File: src/rtl/aopt_pkg.sv
// Shared types, constants and micro-operation codes of the arc odometry pose tracker.
`default_nettype none
package aopt_pkg;

  // Datapath widths.
  localparam int MW  = 40;  // multiplier operand width (signed)
  localparam int PW  = 80;  // multiplier product width (signed)
  localparam int CW  = 36;  // rotator x/y width
  localparam int ZW  = 33;  // rotator angle accumulator width
  localparam int SW  = 36;  // sine term width
  localparam int NW  = 65;  // dividend width (signed)
  localparam int DW  = 34;  // divisor width (signed)
  localparam int QW  = 66;  // quotient width (signed)
  localparam int LW  = 67;  // unclipped local move width
  localparam int LXW = 34;  // clipped local move width

  // Fixed-point constants.
  localparam logic [16:0] DIST_K           = 17'd93702;      // pi/2250 in Q26
  localparam logic [17:0] RAD_Q30_PER_UNIT = 18'd102944;     // 2*pi in Q14
  localparam logic [29:0] CORDIC_GAIN      = 30'd652032874;  // 1/K in Q30

  // Micro-operation codes; the program counter of the controller walks them.
  typedef logic [4:0] uop_t;
  localparam uop_t U_KDV      = 5'd0;
  localparam uop_t U_DV       = 5'd1;
  localparam uop_t U_KDH      = 5'd2;
  localparam uop_t U_DH       = 5'd3;
  localparam uop_t U_DIFF     = 5'd4;
  localparam uop_t U_DEN      = 5'd5;
  localparam uop_t U_SIN      = 5'd6;
  localparam uop_t U_SGAIN    = 5'd7;
  localparam uop_t U_PX       = 5'd8;
  localparam uop_t U_QX       = 5'd9;
  localparam uop_t U_OX       = 5'd10;
  localparam uop_t U_PY       = 5'd11;
  localparam uop_t U_QY       = 5'd12;
  localparam uop_t U_OY       = 5'd13;
  localparam uop_t U_STRAIGHT = 5'd14;
  localparam uop_t U_CLIP     = 5'd15;
  localparam uop_t U_ROT      = 5'd16;
  localparam uop_t U_GX       = 5'd17;
  localparam uop_t U_GY       = 5'd18;
  localparam uop_t U_ACC      = 5'd19;
  localparam uop_t U_SET      = 5'd20;

  // Unit that carries out a micro-operation.
  typedef logic [1:0] kind_t;
  localparam kind_t K_ALU = 2'd0;
  localparam kind_t K_MUL = 2'd1;
  localparam kind_t K_DIV = 2'd2;
  localparam kind_t K_COR = 2'd3;

  // Commands from the controller to the datapath.
  typedef struct packed {
    uop_t uop;
    logic load;
    logic issue;
    logic capture;
  } aopt_cmd_t;

  // Status from the datapath to the controller.
  typedef struct packed {
    logic done;
    logic is_set;
    logic dhead_zero;
    logic out_free;
  } aopt_stat_t;

  function automatic kind_t uop_kind(input uop_t u);
    kind_t k;
    case (u)
      U_KDV, U_DV, U_KDH, U_DH, U_DEN, U_SGAIN, U_PX, U_OX, U_PY, U_OY,
      U_GX, U_GY:    k = K_MUL;
      U_QX, U_QY:    k = K_DIV;
      U_SIN, U_ROT:  k = K_COR;
      default:       k = K_ALU;
    endcase
    return k;
  endfunction

  // Arctangent of 2^-i in units of 2^32 per turn.
  function automatic logic [31:0] atan_turn(input logic [4:0] i);
    logic [31:0] v;
    case (i)
      5'd0:  v = 32'h20000000;
      5'd1:  v = 32'h12E4051E;
      5'd2:  v = 32'h09FB385B;
      5'd3:  v = 32'h051111D4;
      5'd4:  v = 32'h028B0D43;
      5'd5:  v = 32'h0145D7E1;
      5'd6:  v = 32'h00A2F61E;
      5'd7:  v = 32'h00517C55;
      5'd8:  v = 32'h0028BE53;
      5'd9:  v = 32'h00145F2F;
      5'd10: v = 32'h000A2F98;
      5'd11: v = 32'h000517CC;
      5'd12: v = 32'h00028BE6;
      5'd13: v = 32'h000145F3;
      5'd14: v = 32'h0000A2FA;
      5'd15: v = 32'h0000517D;
      5'd16: v = 32'h000028BE;
      5'd17: v = 32'h0000145F;
      5'd18: v = 32'h00000A30;
      5'd19: v = 32'h00000518;
      5'd20: v = 32'h0000028C;
      5'd21: v = 32'h00000146;
      5'd22: v = 32'h000000A3;
      5'd23: v = 32'h00000051;
      5'd24: v = 32'h00000029;
      5'd25: v = 32'h00000014;
      5'd26: v = 32'h0000000A;
      5'd27: v = 32'h00000005;
      5'd28: v = 32'h00000003;
      5'd29: v = 32'h00000001;
      5'd30: v = 32'h00000001;
      default: v = 32'h00000000;
    endcase
    return v;
  endfunction

endpackage
`default_nettype wire

File: src/rtl/aopt_tick_if.sv
// Input channel carrying one sensor tick or set-pose item.
`default_nettype none
interface aopt_tick_if;
  logic               valid;
  logic               ready;
  logic               op;
  logic signed [31:0] vertical_angle;
  logic signed [31:0] horizontal_angle;
  logic        [15:0] heading_angle;
  logic signed [31:0] start_x;
  logic signed [31:0] start_y;

  modport source (output valid, op, vertical_angle, horizontal_angle, heading_angle,
                  start_x, start_y, input ready);
  modport sink (input valid, op, vertical_angle, horizontal_angle, heading_angle,
                start_x, start_y, output ready);
endinterface
`default_nettype wire

File: src/rtl/aopt_pose_if.sv
// Output channel carrying one pose result.
`default_nettype none
interface aopt_pose_if;
  logic               valid;
  logic               ready;
  logic signed [31:0] pos_x;
  logic signed [31:0] pos_y;
  logic               saturated;

  modport source (output valid, pos_x, pos_y, saturated, input ready);
  modport sink (input valid, pos_x, pos_y, saturated, output ready);
endinterface
`default_nettype wire

File: src/rtl/aopt_mul.sv
// Shared signed multiplier that takes one byte of the second operand per cycle.
`default_nettype none
module aopt_mul
  import aopt_pkg::*;
(
  input  wire logic                 clk,
  input  wire logic                 rst,
  input  wire logic                 start,
  input  wire logic signed [MW-1:0] a,
  input  wire logic signed [MW-1:0] b,
  output logic signed [PW-1:0]      p,
  output logic                      done
);

  localparam int NB = MW / 8;
  localparam int CNTW = $clog2(NB);

  logic signed [MW-1:0]   a_r;
  logic        [MW-1:0]   b_r;
  logic        [CNTW-1:0] cnt;
  logic                   busy;
  logic        [7:0]      top_byte;
  logic signed [8:0]      byte_s;
  logic signed [MW+8:0]   partial;

  // The top byte is signed, all lower bytes are unsigned.
  always_comb begin
    top_byte = b_r[MW-1 -: 8];
    byte_s   = $signed({(cnt == '0) & top_byte[7], top_byte});
    partial  = a_r * byte_s;
  end

  always_ff @(posedge clk) begin
    if (rst) begin
      busy <= 1'b0;
      done <= 1'b0;
      cnt  <= '0;
    end else begin
      done <= 1'b0;
      if (start) begin
        a_r  <= a;
        b_r  <= b;
        p    <= '0;
        cnt  <= '0;
        busy <= 1'b1;
      end else if (busy) begin
        p   <= (p <<< 8) + PW'(partial);
        b_r <= b_r << 8;
        cnt <= cnt + 1'b1;
        if (cnt == CNTW'(NB - 1)) begin
          busy <= 1'b0;
          done <= 1'b1;
        end
      end
    end
  end

endmodule
`default_nettype wire

File: src/rtl/aopt_div.sv
// Signed divider truncating toward zero, two quotient bits per cycle.
`default_nettype none
module aopt_div
  import aopt_pkg::*;
(
  input  wire logic                 clk,
  input  wire logic                 rst,
  input  wire logic                 start,
  input  wire logic signed [NW-1:0] num,
  input  wire logic signed [DW-1:0] den,
  output logic signed [QW-1:0]      q,
  output logic                      done
);

  localparam int MAGW  = NW - 1;
  localparam int STEP  = 2;
  localparam int ITERS = MAGW / STEP;
  localparam int CNTW  = $clog2(ITERS);

  logic [MAGW-1:0] n_r;
  logic [MAGW-1:0] q_r;
  logic [DW-1:0]   rem;
  logic [DW-2:0]   d_r;
  logic            neg_r;
  logic [CNTW-1:0] cnt;
  logic            busy;
  logic [NW-1:0]   n_abs;
  logic [DW-1:0]   d_abs;
  logic [MAGW-1:0] n_next;
  logic [MAGW-1:0] q_next;
  logic [DW-1:0]   rem_next;

  always_comb begin
    n_abs = num[NW-1] ? NW'(-num) : NW'(num);
    d_abs = den[DW-1] ? DW'(-den) : DW'(den);
  end

  // Restoring steps: shift one dividend bit in, subtract when it fits.
  always_comb begin
    n_next   = n_r;
    q_next   = q_r;
    rem_next = rem;
    for (int k = 0; k < STEP; k++) begin
      rem_next = {rem_next[DW-2:0], n_next[MAGW-1]};
      n_next   = n_next << 1;
      if (rem_next >= {1'b0, d_r}) begin
        rem_next = rem_next - {1'b0, d_r};
        q_next   = {q_next[MAGW-2:0], 1'b1};
      end else begin
        q_next   = {q_next[MAGW-2:0], 1'b0};
      end
    end
  end

  assign q = neg_r ? -$signed({2'b00, q_r}) : $signed({2'b00, q_r});

  always_ff @(posedge clk) begin
    if (rst) begin
      busy <= 1'b0;
      done <= 1'b0;
      cnt  <= '0;
    end else begin
      done <= 1'b0;
      if (start) begin
        n_r   <= n_abs[MAGW-1:0];
        d_r   <= d_abs[DW-2:0];
        neg_r <= num[NW-1] ^ den[DW-1];
        rem   <= '0;
        q_r   <= '0;
        cnt   <= '0;
        busy  <= 1'b1;
      end else if (busy) begin
        n_r <= n_next;
        q_r <= q_next;
        rem <= rem_next;
        cnt <= cnt + 1'b1;
        if (cnt == CNTW'(ITERS - 1)) begin
          busy <= 1'b0;
          done <= 1'b1;
        end
      end
    end
  end

endmodule
`default_nettype wire

File: src/rtl/aopt_ctrl.sv
// Controller: sequences the micro-operations of one item over the datapath.
`default_nettype none
module aopt_ctrl
  import aopt_pkg::*;
(
  input  wire logic       clk,
  input  wire logic       rst,
  input  wire logic       in_valid,
  output logic            in_ready,
  input  wire aopt_stat_t stat,
  output aopt_cmd_t       cmd
);

  localparam logic [1:0] ST_IDLE  = 2'd0;
  localparam logic [1:0] ST_ISSUE = 2'd1;
  localparam logic [1:0] ST_WAIT  = 2'd2;

  logic [1:0] state;
  logic [1:0] state_next;
  uop_t       pc;
  uop_t       pc_next;
  uop_t       pc_follow;
  kind_t      kind;
  logic       last_op;

  // Successor of the current micro-operation, with the item branches.
  always_comb begin
    case (pc)
      U_DIFF: begin
        if (stat.is_set) begin
          pc_follow = U_SET;
        end else if (stat.dhead_zero) begin
          pc_follow = U_STRAIGHT;
        end else begin
          pc_follow = U_DEN;
        end
      end
      U_OY:    pc_follow = U_CLIP;
      default: pc_follow = pc + 1'b1;
    endcase
  end

  // Command decode; the final step waits for a free output register.
  always_comb begin
    kind        = uop_kind(pc);
    last_op     = (pc == U_ACC) || (pc == U_SET);
    cmd.uop     = pc;
    cmd.load    = (state == ST_IDLE) && in_valid;
    cmd.issue   = (state == ST_ISSUE) && (!last_op || stat.out_free);
    cmd.capture = (cmd.issue && (kind == K_ALU)) || ((state == ST_WAIT) && stat.done);
    in_ready    = (state == ST_IDLE);
  end

  // Next state and program counter.
  always_comb begin
    state_next = state;
    pc_next    = pc;
    case (state)
      ST_IDLE: begin
        if (in_valid) begin
          state_next = ST_ISSUE;
          pc_next    = U_KDV;
        end
      end
      ST_ISSUE: begin
        if (cmd.issue) begin
          if (kind != K_ALU) begin
            state_next = ST_WAIT;
          end else if (last_op) begin
            state_next = ST_IDLE;
          end else begin
            pc_next = pc_follow;
          end
        end
      end
      ST_WAIT: begin
        if (stat.done) begin
          state_next = ST_ISSUE;
          pc_next    = pc_follow;
        end
      end
      default: state_next = ST_IDLE;
    endcase
  end

  always_ff @(posedge clk) begin
    if (rst) begin
      state <= ST_IDLE;
      pc    <= U_KDV;
    end else begin
      state <= state_next;
      pc    <= pc_next;
    end
  end

endmodule
`default_nettype wire

File: src/rtl/aopt_dp.sv
// Datapath: item registers, pose state, rotator and the shared arithmetic units.
`default_nettype none
module aopt_dp
  import aopt_pkg::*;
#(
  parameter int CORDIC_STEPS = 16,
  parameter int FRAC_BITS    = 16
) (
  input  wire logic               clk,
  input  wire logic               rst,
  input  wire aopt_cmd_t          cmd,
  output aopt_stat_t              stat,
  input  wire logic               in_op,
  input  wire logic signed [31:0] in_vangle,
  input  wire logic signed [31:0] in_hangle,
  input  wire logic        [15:0] in_heading,
  input  wire logic signed [31:0] in_start_x,
  input  wire logic signed [31:0] in_start_y,
  input  wire logic        [15:0] diam_v,
  input  wire logic        [15:0] diam_h,
  input  wire logic signed [31:0] off_v,
  input  wire logic signed [31:0] off_h,
  output logic                    out_valid,
  input  wire logic               out_ready,
  output logic signed [31:0]      out_x,
  output logic signed [31:0]      out_y,
  output logic                    out_sat
);

  localparam int SH = 42 - FRAC_BITS;
  localparam logic [PW-1:0] RND = PW'(1) << (SH - 1);
  localparam logic signed [LW-1:0] LIM = LW'(64'sd4294967296);

  // Item registers.
  logic               op_r;
  logic signed [31:0] va_r;
  logic signed [31:0] ha_r;
  logic        [15:0] head_r;
  logic signed [31:0] sx_r;
  logic signed [31:0] sy_r;

  // Pose state.
  logic signed [31:0] acc_x;
  logic signed [31:0] acc_y;
  logic        [31:0] last_vd;
  logic        [31:0] last_hd;
  logic        [15:0] last_head;

  // Work registers.
  logic        [33:0]     kd;
  logic        [31:0]     vd;
  logic        [31:0]     hd;
  logic signed [31:0]     dv;
  logic signed [31:0]     dh;
  logic signed [15:0]     dhead;
  logic signed [DW-1:0]   den_r;
  logic signed [SW-1:0]   s_r;
  logic signed [NW-1:0]   num_r;
  logic signed [LW-1:0]   lxw;
  logic signed [LW-1:0]   lyw;
  logic signed [LXW-1:0]  lx;
  logic signed [LXW-1:0]  ly;
  logic signed [CW-1:0]   rx;
  logic signed [CW-1:0]   ry;
  logic                   sat_r;

  // Rotator registers.
  logic signed [CW-1:0] cx;
  logic signed [CW-1:0] cy;
  logic signed [ZW-1:0] cz;
  logic        [4:0]    cidx;
  logic                 cbusy;
  logic                 cdone;

  // Unit connections.
  kind_t                kind;
  logic                 mul_start;
  logic                 div_start;
  logic                 cor_start;
  logic signed [MW-1:0] m_a;
  logic signed [MW-1:0] m_b;
  logic signed [PW-1:0] mul_p;
  logic                 mul_done;
  logic signed [QW-1:0] div_q;
  logic                 div_done;

  // Combinational helpers.
  logic        [31:0]   va_mag;
  logic        [31:0]   ha_mag;
  logic signed [PW-1:0] p_sh30;
  logic        [PW-1:0] w_round;
  logic        [31:0]   w_mag;
  logic                 w_neg;
  logic        [31:0]   w_dist;
  logic        [16:0]   t2;
  logic        [31:0]   c_ang;
  logic        [31:0]   c_ang_off;
  logic signed [CW-1:0] c_x0;
  logic signed [CW-1:0] c_y0;
  logic signed [CW-1:0] c_dx;
  logic signed [CW-1:0] c_dy;
  logic signed [ZW-1:0] c_at;
  logic                 clip_x_hi;
  logic                 clip_x_lo;
  logic                 clip_y_hi;
  logic                 clip_y_lo;
  logic signed [36:0]   sum_x;
  logic signed [36:0]   sum_y;
  logic signed [31:0]   new_x;
  logic signed [31:0]   new_y;
  logic                 sat_x;
  logic                 sat_y;

  assign kind      = uop_kind(cmd.uop);
  assign mul_start = cmd.issue && (kind == K_MUL);
  assign div_start = cmd.issue && (kind == K_DIV);
  assign cor_start = cmd.issue && (kind == K_COR);

  always_comb begin
    stat.done       = mul_done | div_done | cdone;
    stat.is_set     = op_r;
    stat.dhead_zero = (head_r == last_head);
    stat.out_free   = !out_valid || out_ready;
  end

  // Wheel angle magnitudes.
  always_comb begin
    va_mag = va_r[31] ? 32'(-va_r) : 32'(va_r);
    ha_mag = ha_r[31] ? 32'(-ha_r) : 32'(ha_r);
  end

  // Multiplier operand selection.
  always_comb begin
    case (cmd.uop)
      U_KDV: begin
        m_a = $signed({24'd0, diam_v});
        m_b = $signed({23'd0, DIST_K});
      end
      U_DV: begin
        m_a = $signed({8'd0, va_mag});
        m_b = $signed({6'd0, kd});
      end
      U_KDH: begin
        m_a = $signed({24'd0, diam_h});
        m_b = $signed({23'd0, DIST_K});
      end
      U_DH: begin
        m_a = $signed({8'd0, ha_mag});
        m_b = $signed({6'd0, kd});
      end
      U_DEN: begin
        m_a = MW'(dhead);
        m_b = $signed({22'd0, RAD_Q30_PER_UNIT});
      end
      U_SGAIN, U_GY: begin
        m_a = MW'(cy);
        m_b = $signed({10'd0, CORDIC_GAIN});
      end
      U_GX: begin
        m_a = MW'(cx);
        m_b = $signed({10'd0, CORDIC_GAIN});
      end
      U_PX: begin
        m_a = MW'(s_r);
        m_b = MW'(dh);
      end
      U_OX: begin
        m_a = MW'(s_r);
        m_b = MW'(off_h);
      end
      U_PY: begin
        m_a = MW'(s_r);
        m_b = MW'(dv);
      end
      U_OY: begin
        m_a = MW'(s_r);
        m_b = MW'(off_v);
      end
      default: begin
        m_a = '0;
        m_b = '0;
      end
    endcase
  end

  // Distance from a wheel product: round half away from zero, then restore sign.
  always_comb begin
    p_sh30  = mul_p >>> 30;
    w_round = mul_p + RND;
    w_mag   = w_round[SH +: 32];
    w_neg   = (cmd.uop == U_DV) ? va_r[31] : ha_r[31];
    w_dist  = w_neg ? 32'(32'd0 - w_mag) : w_mag;
  end

  // Rotator start values and the step terms.
  always_comb begin
    t2 = {last_head, 1'b0} + 17'($signed(dhead));
    if (cmd.uop == U_SIN) begin
      c_x0  = CW'(36'sh080000000);
      c_y0  = '0;
      c_ang = {dhead[15], dhead, 15'd0};
    end else begin
      c_x0  = CW'(lx);
      c_y0  = CW'(ly);
      c_ang = 32'd0 - {t2, 15'd0};
    end
    c_ang_off = c_ang + 32'h40000000;
    c_dx      = cy >>> cidx;
    c_dy      = cx >>> cidx;
    c_at      = $signed({1'b0, atan_turn(cidx)});
  end

  // Local move clipping and pose accumulation with saturation.
  always_comb begin
    clip_x_hi = lxw > LIM;
    clip_x_lo = lxw < -LIM;
    clip_y_hi = lyw > LIM;
    clip_y_lo = lyw < -LIM;
    sum_x     = 37'(acc_x) + 37'(rx);
    sum_y     = 37'(acc_y) + 37'(ry);
    sat_x     = 1'b0;
    sat_y     = 1'b0;
    if (sum_x > 37'sd2147483647) begin
      new_x = 32'sh7FFFFFFF;
      sat_x = 1'b1;
    end else if (sum_x < -37'sd2147483648) begin
      new_x = 32'sh80000000;
      sat_x = 1'b1;
    end else begin
      new_x = sum_x[31:0];
    end
    if (sum_y > 37'sd2147483647) begin
      new_y = 32'sh7FFFFFFF;
      sat_y = 1'b1;
    end else if (sum_y < -37'sd2147483648) begin
      new_y = 32'sh80000000;
      sat_y = 1'b1;
    end else begin
      new_y = sum_y[31:0];
    end
  end

  // Item capture and micro-operation results.
  always_ff @(posedge clk) begin
    if (rst) begin
      acc_x     <= '0;
      acc_y     <= '0;
      last_vd   <= '0;
      last_hd   <= '0;
      last_head <= '0;
      out_valid <= 1'b0;
      sat_r     <= 1'b0;
    end else begin
      if (out_valid && out_ready) begin
        out_valid <= 1'b0;
      end
      if (cmd.load) begin
        op_r   <= in_op;
        va_r   <= in_vangle;
        ha_r   <= in_hangle;
        head_r <= in_heading;
        sx_r   <= in_start_x;
        sy_r   <= in_start_y;
      end
      if (cmd.capture) begin
        case (cmd.uop)
          U_KDV, U_KDH: kd <= mul_p[33:0];
          U_DV:         vd <= w_dist;
          U_DH:         hd <= w_dist;
          U_DIFF: begin
            dv    <= $signed(vd - last_vd);
            dh    <= $signed(hd - last_hd);
            dhead <= $signed(head_r - last_head);
            sat_r <= 1'b0;
          end
          U_DEN:        den_r <= DW'(mul_p);
          U_SGAIN:      s_r   <= SW'(p_sh30);
          U_PX, U_PY:   num_r <= NW'(mul_p);
          U_QX:         lxw   <= LW'(div_q);
          U_QY:         lyw   <= LW'(div_q);
          U_OX:         lxw   <= lxw + LW'(p_sh30);
          U_OY:         lyw   <= lyw + LW'(p_sh30);
          U_STRAIGHT: begin
            lxw <= LW'(dh);
            lyw <= LW'(dv);
          end
          U_CLIP: begin
            lx    <= clip_x_hi ? LXW'(LIM) : (clip_x_lo ? LXW'(-LIM) : LXW'(lxw));
            ly    <= clip_y_hi ? LXW'(LIM) : (clip_y_lo ? LXW'(-LIM) : LXW'(lyw));
            sat_r <= sat_r | clip_x_hi | clip_x_lo | clip_y_hi | clip_y_lo;
          end
          U_GX:         rx <= CW'(p_sh30);
          U_GY:         ry <= CW'(p_sh30);
          U_ACC: begin
            acc_x     <= new_x;
            acc_y     <= new_y;
            last_vd   <= vd;
            last_hd   <= hd;
            last_head <= head_r;
            out_x     <= new_x;
            out_y     <= new_y;
            out_sat   <= sat_r | sat_x | sat_y;
            out_valid <= 1'b1;
          end
          U_SET: begin
            acc_x     <= sx_r;
            acc_y     <= sy_r;
            last_vd   <= vd;
            last_hd   <= hd;
            last_head <= head_r;
            out_x     <= sx_r;
            out_y     <= sy_r;
            out_sat   <= 1'b0;
            out_valid <= 1'b1;
          end
          default: ;
        endcase
      end
    end
  end

  // Iterative rotator: half-turn pre-rotation, then one micro-rotation per cycle.
  always_ff @(posedge clk) begin
    if (rst) begin
      cbusy <= 1'b0;
      cdone <= 1'b0;
      cidx  <= '0;
    end else begin
      cdone <= 1'b0;
      if (cor_start) begin
        if (c_ang_off[31]) begin
          cx <= -c_x0;
          cy <= -c_y0;
          cz <= ZW'($signed(c_ang ^ 32'h80000000));
        end else begin
          cx <= c_x0;
          cy <= c_y0;
          cz <= ZW'($signed(c_ang));
        end
        cidx  <= '0;
        cbusy <= 1'b1;
      end else if (cbusy) begin
        if (!cz[ZW-1]) begin
          cx <= cx - c_dx;
          cy <= cy + c_dy;
          cz <= cz - c_at;
        end else begin
          cx <= cx + c_dx;
          cy <= cy - c_dy;
          cz <= cz + c_at;
        end
        cidx <= cidx + 1'b1;
        if (cidx == 5'(CORDIC_STEPS - 1)) begin
          cbusy <= 1'b0;
          cdone <= 1'b1;
        end
      end
    end
  end

  aopt_mul u_mul (
    .clk   (clk),
    .rst   (rst),
    .start (mul_start),
    .a     (m_a),
    .b     (m_b),
    .p     (mul_p),
    .done  (mul_done)
  );

  aopt_div u_div (
    .clk   (clk),
    .rst   (rst),
    .start (div_start),
    .num   (num_r),
    .den   (den_r),
    .q     (div_q),
    .done  (div_done)
  );

endmodule
`default_nettype wire

File: src/rtl/arc_odometry_pose_tracker.sv
// A tick with a heading change uses all twelve products, both divisions and both rotations.
// One item is processed at a time; the next is taken once the result is registered,
// and a stalled result holds the final step. Synchronous active-high reset clears the
// pose, readings and heading, sets the diameters to 2.0 inches, offsets to 0.
`default_nettype none
module arc_odometry_pose_tracker
  import aopt_pkg::*;
#(
  parameter int CORDIC_STEPS = 16,
  parameter int FRAC_BITS    = 16
) (
  input  wire logic        clk,
  input  wire logic        rst,
  aopt_tick_if.sink        tick_in,
  aopt_pose_if.source      pose_out,
  input  wire logic        psel,
  input  wire logic        penable,
  input  wire logic        pwrite,
  input  wire logic [3:0]  paddr,
  input  wire logic [31:0] pwdata,
  output logic      [31:0] prdata,
  output logic             pready
);

  localparam logic [1:0] REG_VDIAM = 2'd0;
  localparam logic [1:0] REG_HDIAM = 2'd1;
  localparam logic [1:0] REG_VOFF  = 2'd2;
  localparam logic [1:0] REG_HOFF  = 2'd3;

  logic        [15:0] diam_v;
  logic        [15:0] diam_h;
  logic signed [31:0] off_v;
  logic signed [31:0] off_h;
  logic               cfg_wr;
  aopt_cmd_t          cmd;
  aopt_stat_t         stat;

  assign pready = 1'b1;
  assign cfg_wr = psel && penable && pwrite && pready;

  // Configuration register writes.
  always_ff @(posedge clk) begin
    if (rst) begin
      diam_v <= 16'd8192;
      diam_h <= 16'd8192;
      off_v  <= '0;
      off_h  <= '0;
    end else if (cfg_wr) begin
      case (paddr[3:2])
        REG_VDIAM: diam_v <= pwdata[15:0];
        REG_HDIAM: diam_h <= pwdata[15:0];
        REG_VOFF:  off_v  <= $signed(pwdata);
        REG_HOFF:  off_h  <= $signed(pwdata);
        default:   ;
      endcase
    end
  end

  // Configuration register reads.
  always_comb begin
    case (paddr[3:2])
      REG_VDIAM: prdata = {16'd0, diam_v};
      REG_HDIAM: prdata = {16'd0, diam_h};
      REG_VOFF:  prdata = off_v;
      REG_HOFF:  prdata = off_h;
      default:   prdata = '0;
    endcase
  end

  aopt_ctrl u_ctrl (
    .clk      (clk),
    .rst      (rst),
    .in_valid (tick_in.valid),
    .in_ready (tick_in.ready),
    .stat     (stat),
    .cmd      (cmd)
  );

  aopt_dp #(
    .CORDIC_STEPS (CORDIC_STEPS),
    .FRAC_BITS    (FRAC_BITS)
  ) u_dp (
    .clk        (clk),
    .rst        (rst),
    .cmd        (cmd),
    .stat       (stat),
    .in_op      (tick_in.op),
    .in_vangle  (tick_in.vertical_angle),
    .in_hangle  (tick_in.horizontal_angle),
    .in_heading (tick_in.heading_angle),
    .in_start_x (tick_in.start_x),
    .in_start_y (tick_in.start_y),
    .diam_v     (diam_v),
    .diam_h     (diam_h),
    .off_v      (off_v),
    .off_h      (off_h),
    .out_valid  (pose_out.valid),
    .out_ready  (pose_out.ready),
    .out_x      (pose_out.pos_x),
    .out_y      (pose_out.pos_y),
    .out_sat    (pose_out.saturated)
  );

endmodule
`default_nettype wire

File: src/flat_wrapper.sv
// flat-port wrapper written by rule: the top's interface ports become plain ports
module arc_odometry_pose_tracker_flat import aopt_pkg::*;
#(
  parameter int CORDIC_STEPS = 16,
  parameter int FRAC_BITS    = 16
)
  (clk, rst, psel, penable, pwrite, paddr, pwdata, prdata, pready, tick_in_valid, tick_in_op, tick_in_vertical_angle, tick_in_horizontal_angle, tick_in_heading_angle, tick_in_start_x, tick_in_start_y, tick_in_ready, pose_out_valid, pose_out_pos_x, pose_out_pos_y, pose_out_saturated, pose_out_ready);
  aopt_tick_if tick_in_i ();
  aopt_pose_if pose_out_i ();
  input  wire logic clk;
  input  wire logic rst;
  input  wire logic psel;
  input  wire logic penable;
  input  wire logic pwrite;
  input  wire logic [3:0] paddr;
  input  wire logic [31:0] pwdata;
  output logic      [31:0] prdata;
  output logic pready;
  input wire logic [$bits(tick_in_i.valid)-1:0] tick_in_valid;
  input wire logic [$bits(tick_in_i.op)-1:0] tick_in_op;
  input wire logic [$bits(tick_in_i.vertical_angle)-1:0] tick_in_vertical_angle;
  input wire logic [$bits(tick_in_i.horizontal_angle)-1:0] tick_in_horizontal_angle;
  input wire logic [$bits(tick_in_i.heading_angle)-1:0] tick_in_heading_angle;
  input wire logic [$bits(tick_in_i.start_x)-1:0] tick_in_start_x;
  input wire logic [$bits(tick_in_i.start_y)-1:0] tick_in_start_y;
  output wire logic [$bits(tick_in_i.ready)-1:0] tick_in_ready;
  output wire logic [$bits(pose_out_i.valid)-1:0] pose_out_valid;
  output wire logic [$bits(pose_out_i.pos_x)-1:0] pose_out_pos_x;
  output wire logic [$bits(pose_out_i.pos_y)-1:0] pose_out_pos_y;
  output wire logic [$bits(pose_out_i.saturated)-1:0] pose_out_saturated;
  input wire logic [$bits(pose_out_i.ready)-1:0] pose_out_ready;
  assign tick_in_i.valid = tick_in_valid;
  assign tick_in_i.op = tick_in_op;
  assign tick_in_i.vertical_angle = tick_in_vertical_angle;
  assign tick_in_i.horizontal_angle = tick_in_horizontal_angle;
  assign tick_in_i.heading_angle = tick_in_heading_angle;
  assign tick_in_i.start_x = tick_in_start_x;
  assign tick_in_i.start_y = tick_in_start_y;
  assign tick_in_ready = tick_in_i.ready;
  assign pose_out_valid = pose_out_i.valid;
  assign pose_out_pos_x = pose_out_i.pos_x;
  assign pose_out_pos_y = pose_out_i.pos_y;
  assign pose_out_saturated = pose_out_i.saturated;
  assign pose_out_i.ready = pose_out_ready;
  arc_odometry_pose_tracker #(.CORDIC_STEPS(CORDIC_STEPS), .FRAC_BITS(FRAC_BITS)) u_core (.clk(clk), .rst(rst), .tick_in(tick_in_i), .pose_out(pose_out_i), .psel(psel), .penable(penable), .pwrite(pwrite), .paddr(paddr), .pwdata(pwdata), .prdata(prdata), .pready(pready));
endmodule
File: config.mk
export PLATFORM = sky130hd
export DESIGN_NAME = arc_odometry_pose_tracker_flat
export DESIGN_NICKNAME = d
export VERILOG_FILES = /design/src/rtl/aopt_pkg.sv /design/src/rtl/aopt_tick_if.sv /design/src/rtl/aopt_pose_if.sv /design/src/rtl/aopt_mul.sv /design/src/rtl/aopt_div.sv /design/src/rtl/aopt_ctrl.sv /design/src/rtl/aopt_dp.sv /design/src/rtl/arc_odometry_pose_tracker.sv /design/src/flat_wrapper.sv
export SDC_FILE = /design/constraint.sdc
export NUM_CORES = 2
export LEC_CHECK = 0
export BUFFER_PORTS_ARGS = -buffer_cell sky130_fd_sc_hd__buf_4
export CORE_MARGIN = 3
export CORE_UTILIZATION = 25
export CTS_BUF_LIST = sky130_fd_sc_hd__clkbuf_4 sky130_fd_sc_hd__clkbuf_8 sky130_fd_sc_hd__clkbuf_16
export DETAILED_ROUTE_END_ITERATION = 8
export SETUP_SLACK_MARGIN = 0.15
export SLEW_MARGIN = 20
export SYNTH_ARGS = -nofsm -noshare
export SYNTH_HDL_FRONTEND = slang
export SYNTH_SLANG_ARGS = --single-unit
File: constraint.sdc
create_clock -name clk -period 36.6 [get_ports clk]
set_input_delay 7.32 -clock clk [delete_from_list [all_inputs] [get_ports clk]]
set_output_delay 7.32 -clock clk [all_outputs]
set_load 0.01 [all_outputs]
Yosys cells after proc, flatten, opt, wreduce, memory -nomap -nowiden
Memories as Yosys holds them, arrays and structs flattened. A register that Yosys moved wholly into a read port is not among the register bits.
Cells that the tools add are included.
- add/subtract/negate cells: 32
- bitwise logic cells: 15
- $lt $le $gt $ge: 10
- multipliers: 1
- reductions and logical operators: 73
- equality and inequality tests: 37
- shifts and indexed selects: 2
- muxes and demuxes: 88
- operators with widths (kind ; count):
    40-bit one-hot mux with 8 select lines ; 2
    67-bit one-hot mux with 3 select lines ; 2
    36-bit 2-to-1 mux ; 10
    33-bit 2-to-1 mux ; 8
    32-bit 2-to-1 mux ; 8
    64-bit 2-to-1 mux ; 4
    67-bit by 50-bit adder with 67-bit output ; 2
    67-bit by 34-bit > comparator with 1-bit output (second input constant) ; 2
    67-bit by 33-bit < comparator with 1-bit output (second input constant) ; 2
    32-bit one-hot mux with 2 select lines ; 2
    32-bit one-hot mux with 4 select lines ; 1
    33-bit subtractor ; 3
    80-bit by 49-bit adder with 80-bit output ; 1
    40-bit 2-to-1 mux ; 2
    80-bit 2-to-1 mux ; 1
    32-bit by 36-bit adder with 37-bit output ; 2
    37-bit by 32-bit > comparator with 1-bit output (second input constant) ; 2
    37-bit by 32-bit < comparator with 1-bit output (second input constant) ; 2
    36-bit adder ; 2
    36-bit negation ; 2
    36-bit by 5-bit >>> shifter with 36-bit output ; 2
    36-bit subtractor ; 2
    34-bit by 33-bit >= comparator with 1-bit output ; 2
    34-bit 2-to-1 mux ; 2
    other kinds (53) ; 190
- register bits after elaboration: 1525
- output and inout port bits: 100
- memories: 3
- word-level logic and storage cells: 320
- memory bits (read-only): 1088
- memory list (memory ; depth ; bits a word ; read ports ; clocked after memory_dff ; write ports ; line ; RTL):
    (name not given) ; 32 ; 30 ; 1 ; 1 ; 0 ; aopt_pkg.sv:84 ; case (i)
    (name not given) ; 32 ; 2 ; 1 ; 1 ; 0 ; aopt_pkg.sv:71 ; case (u)
    (name not given) ; 32 ; 2 ; 1 ; 1 ; 0 ; aopt_pkg.sv:71 ;

Logic depth before layout (Yosys ltp)
- depth after elaboration: 10
- gate-level depth with buffers: 31

Cells and area by module
A second synthesis with hierarchy kept.
- cells, all modules: 12094
- area total of the unflattened synthesis: 116934.6 um^2
- by module, submodules not included (module ; seq. area each (um^2) ; cells each ; area an instance (um^2) ; times used):
    aopt_dp ; 30749.5 ; 7522 ; 73067.6 ; 1
    aopt_mul ; 4904.7 ; 2438 ; 23541.3 ; 1
    aopt_div ; 5995.8 ; 1586 ; 14858.0 ; 1
    arc_odometry_pose_tracker ; 1921.8 ; 451 ; 4609.4 ; 1
    aopt_ctrl ; 180.2 ; 97 ; 858.3 ; 1

Worst setup path after synthesis
OpenSTA, ideal clock, no wires.
- path kind: in2reg
- from: in rst
- to: reg u_core.u_dp.ha_r[0] (enable)
- stages: 3
- required time: 35.743 ns
- data arrival time: 18.248 ns
- slack: 17.495 ns
- cells stage by stage: clkbuf_1 clkbuf_1 nor3b_1
- word-level cells in the longest chain between the ends: 2
- RTL lines (element ; line ; RTL):
    start: declaration ; flat_wrapper.sv:11 ; input wire logic rst;
    1-bit inverter (no source line) ; -- ;
    2-bit AND reduction (no source line) ; -- ;
    end signal: assignment ; aopt_dp.sv:260 ; ha_r <= in_hangle;
    end: declaration ; aopt_dp.sv:37 ; logic signed [31:0] ha_r;
Every way passes these cells.
A chain may end at the register's enable or synchronous reset.

Final worst setup path
- from: in paddr[2]
- to: out prdata[13]
- word-level cells in the longest chain between the ends: 2
- elaborated cells on any way between the ends: 5
- classes of those cells: 3 x eq/ne; 1 x mux; 1 x reduce/logical
- RTL lines (element ; line ; RTL):
    start: declaration ; flat_wrapper.sv:15 ; input wire logic [3:0] paddr;
    2-bit equality test (tied with other cells) ; arc_odometry_pose_tracker.sv:61 ; case (paddr[3:2])
    32-bit one-hot mux with 4 select lines * ; arc_odometry_pose_tracker.sv:61 ;
    end: declaration ; flat_wrapper.sv:17 ; output logic [31:0] prdata;
Every way passes the cells marked *; elsewhere a longest branch is shown, timed or not.

==> out/results.tsv <==
stage	metric	value	unit
sta	rsz0062_at_grt	no	
worst_hold_path	hold_path.class	register to register	
sta	hold_slack	0.453	ns
sta	finalSetupTns	0	ns
synthesis	yosysUniqueCellTypes	101	
synthesis	async_flop_share	0	%
layout	nNetsFinal	13000	
clock_tree	clock-sinks	1553	
synthesis	synth_fp_nets	12900	
critical_path	crit_chain	buf_4 -> mux4_2 -> buf_4	
critical_path	cpMostUsedCell	buf_4	
placement	port_buffers	284	
critical_path	cp_data_arrival_time	9.03	ns
critical_path	rrSetupSlack	26.88	ns
layout	drive_gt1_share	8.73	%
sta	final.setup_skew	0.0818	ns
clock_tree	post-cts-setup-buffers	0	
critical_path	crit_type	input port to primary output	
grt	grt_pass1_wl	592000	um
clock_tree	cts_hold_buf	0	
synthesis	yosys-top-cells-count	nand2_1, edfxtp_1, a21oi_1	
synthesis	yosysSeqAreaShare	38.7	%
synthesis	yosys.area.top_type_share	33.3	%
critical_path	max_stage_delay	0.85	ns
sta	maxSlewHeadroom	15.4	%
grt	grt_max_degree	192	
floorplan	dieWidth	678	um
drt	num_vias	91500	
synthesis	yosysWarnings	0	
critical_path	crit_path_max_fanout	40	
synthesis	avgSynthCellArea	9.70	um^2
drt	wire_per_inst	23.0	um
outcome	status	complete, no violations	
grt	grt_usage	17.2	%
run	max-cap-violations	0	
synthesis	yosysMostFrequentCell	nand2_1	
drt	drt_iter0_drc	9550	
sta	timing.final.crit_share	44.7	%
sta	tightest_slew	1.27	ns
clock_tree	cts_tree	built	
floorplan	die_h	678	um
floorplan	dieArea	460000	um^2
placement	hpwlAfterDp	312000	um
critical_path	worstPathRequired	29.28	ns
clock_tree	cts_buffer_depth	4	
critical_path	cp_slowest_cell	mux4_2	
clock_tree	clk_pin_slew	0.05	ns
floorplan	coreArea	449000	um^2
floorplan	initial_core_util	25.1	%
clock_tree	htreeDepth	4	
grt	grt_pass1_vias	87100	
sta	setup-violations-final	0	
sta	fin_crit	16.35	ns
synthesis	ys_seq_elements	1553	
clock_tree	cts_resized	0	
synthesis	synth_edf_count	1253	
drt	drt-total-wl	412000	um
critical_path	end_kind	primary output	
drt	ant_nets	0	
clock_tree	cts_buffers	173	
sta	fmax	0.0611	GHz
grt	antenna_found_initial	51	
sta	slew_violations	0	
clock_tree	cts_root_buf	clkbuf_16	
critical_path	critPathLaunchType	input port	
grt	grt-ovfl-total	0	
drt	drc	0	
drt	viasPerCell	5.10	
synthesis	ys.flop_type	edfxtp_1	
placement	routabilityCongestion	0.991	
clock_tree	worst_skew_pair.late_latency	0.90	ns
synthesis	synth_top_area_cell	edfxtp_1	
floorplan	ioPinCount	288	
layout	area_growth	13.5	%
drt	firstDrtPassIters	7	
sta	final_hold_viol_count	0	
floorplan	num_rows	246	
synthesis	netlist_area	113000	um^2
synthesis	synth_area_leaders	edfxtp_1, ha_1, fa_1	
synthesis	synthCells	11600	
[metal layers]
metal,track usage (%),share of wire [%],routed length [um]
met1,21.2,39,161000
met2,27.1,45,186000
met3,2.59,7.2,29700
met4,13.1,8.4,34600
met5,0,0.014,57
[critical path: cells and delay by family]
family                 cells  cell delay, ns
muxes                      1            0.85
buffers and inverters      2            0.83
[area by class of cell]
class	instances	area [um^2]
well taps	5952	7450
clock buffers	217	4870
repair buffers	455	3490
fillers	47100	321000
clock inverters	92	931
flip-flops and latches	1553	43600
multi-input cells	8765	64500
diodes	86	215
inverters	800	3000
[metrics by stage]
stage	area (um^2)	setup WS [ns]	util (%)	instances
floorplan	113000	17.50	-	11600
global placement	122000	20.21	27.2	17500
detailed placement	122000	20.21	27.2	17500
CTS	128000	20.20	28.4	17800
global route	128000	20.18	28.5	17900
finish	128000	20.25	28.5	17900
[registers in the layout, summed over array words and instances, names as in the netlist, 40 cells and up]
register and flops:
u_core.u_dp.lxw 67, u_core.u_dp.u_mul.p 80, u_core.u_dp.lyw 67, u_core.u_dp.u_mul.b_r 40
u_core.u_dp.num_r 65, u_core.u_dp.u_div.n_r 64, u_core.u_dp.u_div.q_r 64
[final timing paths]
check | startpoint | to | cells after the start
worst max register to register | u_core.u_dp.u_mul.b_r[39] | u_core.u_dp.u_mul.p[78] | 24
worst min-delay path | u_core.u_dp.last_vd[2] | u_core.u_dp.last_vd[2] | 2
worst min register to register | u_core.u_dp.last_vd[2] | u_core.u_dp.last_vd[2] | 2
worst max-delay path | paddr[2] | prdata[13] | 3
[cell families (layout without fill, tap and decap cells)]
| family | after synthesis | after routing | synth area share [%] |
|---|---|---|---|
| buffers and inverters | 1324 | 1564 | 4.47 |
| DFF | 1553 | 1553 | 38.7 |
| other | 1 | 87 | 0.00332 |
| muxes | 242 | 242 | 3.33 |
| AOI/OAI and AO/OA | 3043 | 3043 | 17.4 |
| and+or+nand+nor | 3503 | 3503 | 14.8 |
| xor gates and xnor gates | 933 | 933 | 7.25 |
| adders and majority gates | 1043 | 1043 | 14.1 |
[cell usage in the layout (no fill, tap or decap), types with 86 or more instances in the layout]
cell	count
clkbuf_16	180
nor4_1	86
and2_1	378
o221ai_1	94
o31ai_1	113
dfxtp_1	296
inv_1	795
fa_1	379
mux4_2	103
nand2b_1	101
a21o_1	347
o21ai_0	603
nor2_1	705
nor2b_1	115
nand3_1	160
diode_2	86
nor3_1	137
edfxtp_1	1253
xor2_1	477
mux2i_1	99
xnor2_1	454
and3_1	95
o21bai_1	89
nand2_1	1328
buf_4	449
ha_1	663
a31oi_1	124
nand4_1	102
a21oi_1	883
Power is not shown: default switching activity piles up to over one toggle a cycle in this logic, so the estimate is an artifact.
